==> config.mk <==
export PLATFORM = sky130hd
export DESIGN_NAME = lpodm_ctrl
export DESIGN_NICKNAME = d
export VERILOG_FILES = /design/src/hw/rtl/lpodm_pkg.sv /design/src/hw/rtl/lpodm_ctrl.sv
export SDC_FILE = /design/constraint.sdc
export NUM_CORES = 1
export LEC_CHECK = 0
export ABC_AREA = 1
export BUFFER_PORTS_ARGS = -buffer_cell sky130_fd_sc_hd__buf_2
export CORE_AREA = 5 5 42 44
export DETAILED_ROUTE_END_ITERATION = 10
export DIE_AREA = 0 0 47 49
export SLEW_MARGIN = 20
export SYNTH_ARGS = -nofsm -noshare
export SYNTH_HDL_FRONTEND = slang
export SYNTH_SLANG_ARGS = --single-unit
==> constraint.sdc <==
create_clock -name i_clk -period 1.25 [get_ports i_clk]
set_input_delay 0.125 -clock i_clk [delete_from_list [all_inputs] [get_ports i_clk]]
set_output_delay 0.125 -clock i_clk [all_outputs]
set_load 0.03 [all_outputs]
==> src/hw/rtl/lpodm_pkg.sv <==
package lpodm_pkg;

    localparam int WINDOW_COUNTER_BITS_DEF = 32;

    localparam int ELAPSED_BITS    = 48;
    localparam int CFG_BITS        = 32;
    localparam int CFG_INDEX_BITS  = 2;
    localparam int STATUS_BITS     = 2;
    localparam int RATIO_BITS      = 23;
    localparam int RATIO_FRAC_BITS = 16;
    localparam int CONC_BITS       = 29;
    localparam int MS_BITS         = 39;

    localparam int MS_DIV_BITS   = 46;
    localparam int MS_DIVISOR    = 125;
    localparam int CONC_DIV_BITS = 34;
    localparam int CONC_DIVISOR  = 25;

    localparam logic [CFG_INDEX_BITS-1:0] REG_WARMUP     = 2'd0;
    localparam logic [CFG_INDEX_BITS-1:0] REG_MIN_WINDOW = 2'd1;

    localparam logic [CFG_BITS-1:0] WARMUP_RESET     = 32'd60000000;
    localparam logic [CFG_BITS-1:0] MIN_WINDOW_RESET = 32'd30000000;

    localparam logic [STATUS_BITS-1:0] ST_OK      = 2'd0;
    localparam logic [STATUS_BITS-1:0] ST_WARMUP  = 2'd1;
    localparam logic [STATUS_BITS-1:0] ST_SHORT   = 2'd2;
    localparam logic [STATUS_BITS-1:0] ST_EXCEED  = 2'd3;

    localparam logic [RATIO_BITS-1:0] RATIO_MAX = 23'd6553600;
    localparam logic [CONC_BITS-1:0]  CONC_MAX  = 29'h1FFFFFFF;

    typedef struct packed {
        logic accept;
        logic div_init;
        logic div_step;
        logic rnd;
        logic p1;
        logic p2;
        logic p3;
        logic p4;
        logic p5;
        logic load_out;
    } t_cmd;

    typedef struct packed {
        logic ok;
        logic div_last;
        logic ms_busy;
        logic cd_busy;
        logic out_free;
    } t_sts;

endpackage

==> src/hw/rtl/lpodm_ctrl.sv <==
module lpodm_ctrl (
    input  logic              i_clk,
    input  logic              i_rst_n,
    input  logic              i_valid,
    input  logic              i_poll,
    input  lpodm_pkg::t_sts   i_sts,
    output lpodm_pkg::t_cmd   o_cmd,
    output logic              o_stall
);

    localparam logic [3:0] S_IDLE = 4'd0;
    localparam logic [3:0] S_CHK  = 4'd1;
    localparam logic [3:0] S_DIV  = 4'd2;
    localparam logic [3:0] S_RND  = 4'd3;
    localparam logic [3:0] S_P1   = 4'd4;
    localparam logic [3:0] S_P2   = 4'd5;
    localparam logic [3:0] S_P3   = 4'd6;
    localparam logic [3:0] S_P4   = 4'd7;
    localparam logic [3:0] S_P5   = 4'd8;
    localparam logic [3:0] S_CD   = 4'd9;
    localparam logic [3:0] S_WAIT = 4'd10;

    logic [3:0] r_state;
    logic [3:0] n_state;

    always_comb begin
        n_state = r_state;
        o_cmd   = '0;
        case (r_state)
            S_IDLE: begin
                o_cmd.accept = i_valid;
                if (i_valid && i_poll) begin
                    n_state = S_CHK;
                end
            end
            S_CHK: begin
                o_cmd.div_init = 1'b1;
                n_state = i_sts.ok ? S_DIV : S_WAIT;
            end
            S_DIV: begin
                o_cmd.div_step = 1'b1;
                if (i_sts.div_last) begin
                    n_state = S_RND;
                end
            end
            S_RND: begin
                o_cmd.rnd = 1'b1;
                n_state = S_P1;
            end
            S_P1: begin
                o_cmd.p1 = 1'b1;
                n_state = S_P2;
            end
            S_P2: begin
                o_cmd.p2 = 1'b1;
                n_state = S_P3;
            end
            S_P3: begin
                o_cmd.p3 = 1'b1;
                n_state = S_P4;
            end
            S_P4: begin
                o_cmd.p4 = 1'b1;
                n_state = S_P5;
            end
            S_P5: begin
                o_cmd.p5 = 1'b1;
                n_state = S_CD;
            end
            S_CD: begin
                if (!i_sts.cd_busy) begin
                    n_state = S_WAIT;
                end
            end
            S_WAIT: begin
                if (!i_sts.ms_busy && i_sts.out_free) begin
                    o_cmd.load_out = 1'b1;
                    n_state = S_IDLE;
                end
            end
            default: begin
                n_state = S_IDLE;
            end
        endcase
    end

    always_ff @(posedge i_clk) begin
        if (!i_rst_n) begin
            r_state <= S_IDLE;
        end else begin
            r_state <= n_state;
        end
    end

    assign o_stall = (r_state != S_IDLE);

endmodule

==> out/results.tsv <==
metric	value	unit
arrival	1160	ps
die_x	47	µm
totalWireLength	1.25	mm
finalPower	0.00112	W
fmax	0.778	GHz
vdd_ir_drop_max	0.00104	V
crit_buf_inv	1	
clock_skew	16.5	ps
drc	0	
final_cell_count_no_fill	123	
met3_usage	4.80	%
final.min_clock_period	1290	ps
clkTransAtPathRegs	50	ps
netlist_instances	78	
grt.total_usage	12.0	%
insertion_delay	250	ps
via_per_inst	4.64	
rows	14	
vias	571	
synth_common_cells	nand2_1 (24), inv_1 (16), nor2_1 (9)	
end_kind	output pin	
cts.sinks	4	
hold_path.class	in -> reg	
power_density	1510	nW/µm²
ant_nets	0	
initial_core_util	29.5	%
synthesis.area	413	µm²
pre_cts_ws	-24.8	ps
cts_hold_buf	0	
avgSynthCellArea	5.29	µm²
synth_cell_types	13	
tightestPinTransition	230	ps
p_leak	0.414	nW
status	finished with violations	
first_pass_iters	2	
critPathKind	reg -> out	
dp_hpwl	885	µm
use_met2	19.7	%
synth.area.top_cells	nand2_1 (22%), dfxtp_1 (19%), inv_1 (15%)	
grt_pass1_wl	2.06	mm
wl_per_cell	10.2	µm
cts-root-buf	clkbuf_4	
io_pins	20	
crit_top_cell	nor2_4	
largestRegisters	r_state (4)	
first_global_vias	551	
violations	negative setup slack	
async_reset_ff_share	0	%
drtIter0Drc	2	
grt_util_met1	13.4	%
portBuffers	19	
cts_tree	yes	
fin_ws	-35.9	ps
path_cells	nor2_4 -> nand2_4 -> nor2_4 -> buf_6	
cts_buffers	3	
htree_levels	1	
die_h	49	µm
top_register	r_state	
antenna_found_initial	0	
synth_enable_flop_cells	0	
num_antenna_cells	0	
post-synth-top-count-cell	nand2_1	
largest_reg_flops	4	
gp_congestion	0.794	
yosys.area.top_type	nand2_1	
cts_max_path_buffers	2	
slowest_stage	dfxtp_4	
core	1400	µm²
gr-max-usage-layer	met2	
worstPathRequired	1120	ps
layout.nets	118	
startpoint_type	flop	
drive_above_1_share	57.0	%
synth_ff_type	dfxtp_1	
grt_max_degree	7	
final-hold-violation-count	0	
yosys_register_bits	4	
dp_cells	114	
gr-total-overflow	0	
crit_fanout	6	
synth_fp_nets	87	
cp_top_family	simple AND/OR/NAND/NOR gates	
die-area	2300	µm²
synth_top_area_share	21.8	%
yosysWarningCount	0	
yosysSeqAreaShare	19.4	%
critical_path.max_stage_delay	370	ps
period_share	103	%
setup_viol	8	
slew_viol_final	0	
maxSlewHeadroom	84.6	%
syn2layout_area_growth	78.8	%
rsz0062_at_grt	true	
maxCapViolCount	0	
per-stage QoR:
step | hold slack, ps | instance area [µm²] | setup TNS, ps | util [%]
floorplan | 261 | 418 | 0 | -
global placement | 390 | 541 | -3.12 | 38.6
detailed placement | 381 | 541 | -48.1 | 38.6
CTS | 117 | 697 | -146 | 49.7
global route | 132 | 738 | -729 | 52.7
finish | 118 | 738 | -169 | 52.7
report_power, final:
group          internal [W]  switching, W
Combinational      0.000280      0.000439
Clock              0.000108     0.0000637
Sequential         0.000164     0.0000626
cell usage in the layout (no fill, tap or decap):
cell	n
nand2_4	1
a21oi_2	2
dfxtp_4	4
inv_4	2
a21oi_1	2
o21ai_0	1
nand3_2	1
inv_1	8
nand3_1	6
inv_2	9
nand2_1	21
nor2_1	7
buf_4	8
clkbuf_4	3
o211ai_1	1
buf_2	9
nand2_2	5
buf_6	9
nor2_4	8
worst reg2reg max path: stages, from the launching register on:
cell	delay, ps
dfxtp_4	390
inv_4	50
nor2_4	150
nand2_1	100
buf_4	140
nand2_1	50
nor2_1	40
nand2_1	50
nand2_1	70
a21oi_2	110
layout make-up:
class,instances,area (µm²)
Clock buffer,3,22.5
Fill cell,143,663
Inverter,19,76.3
Multi-Input combinational cell,55,318
Sequential cell,4,95.1
Tap cell,16,20.0
Timing Repair Buffer,26,206
timing repair:
action / CTS / global route
hold endpoints to repair: 0 / 0
pin swaps: 7 / 8
setup buffers: 4 / 2
setup endpoints to repair: 13 / 13
resized for setup: 38 / 11
final timing paths:
check,from,to,slack [ps],depth (start not counted)
min reg2reg,r_state[1]$_SDFFE_PN0P_,r_state[2]$_SDFFE_PN0P_,660,4
max reg2reg,r_state[2]$_SDFFE_PN0P_,r_state[0]$_SDFFE_PN0P_,10,9
max,r_state[3]$_SDFFE_PN0P_,o_cmd[9],-40,4
min,i_rst_n,r_state[3]$_SDFFE_PN0P_,120,3
kinds of logic after synthesis:
family | after synthesis | synth area share (%)
flops | 4 | 19.4
simple gates | 49 | 54.5
buf+inv | 19 | 17.3
compound gates | 6 | 8.79
layer usage:
| metal | up-vias | part of all wire (%) |
|---|---|---|
| li1 | 292 | - |
| met1 | 263 | 41 |
| met2 | 14 | 52 |
| met3 | 2 | 5.2 |
| met4 | 0 | 1.2 |
| met5 | - | 0 |
Power figures use the tool's default switching activity.
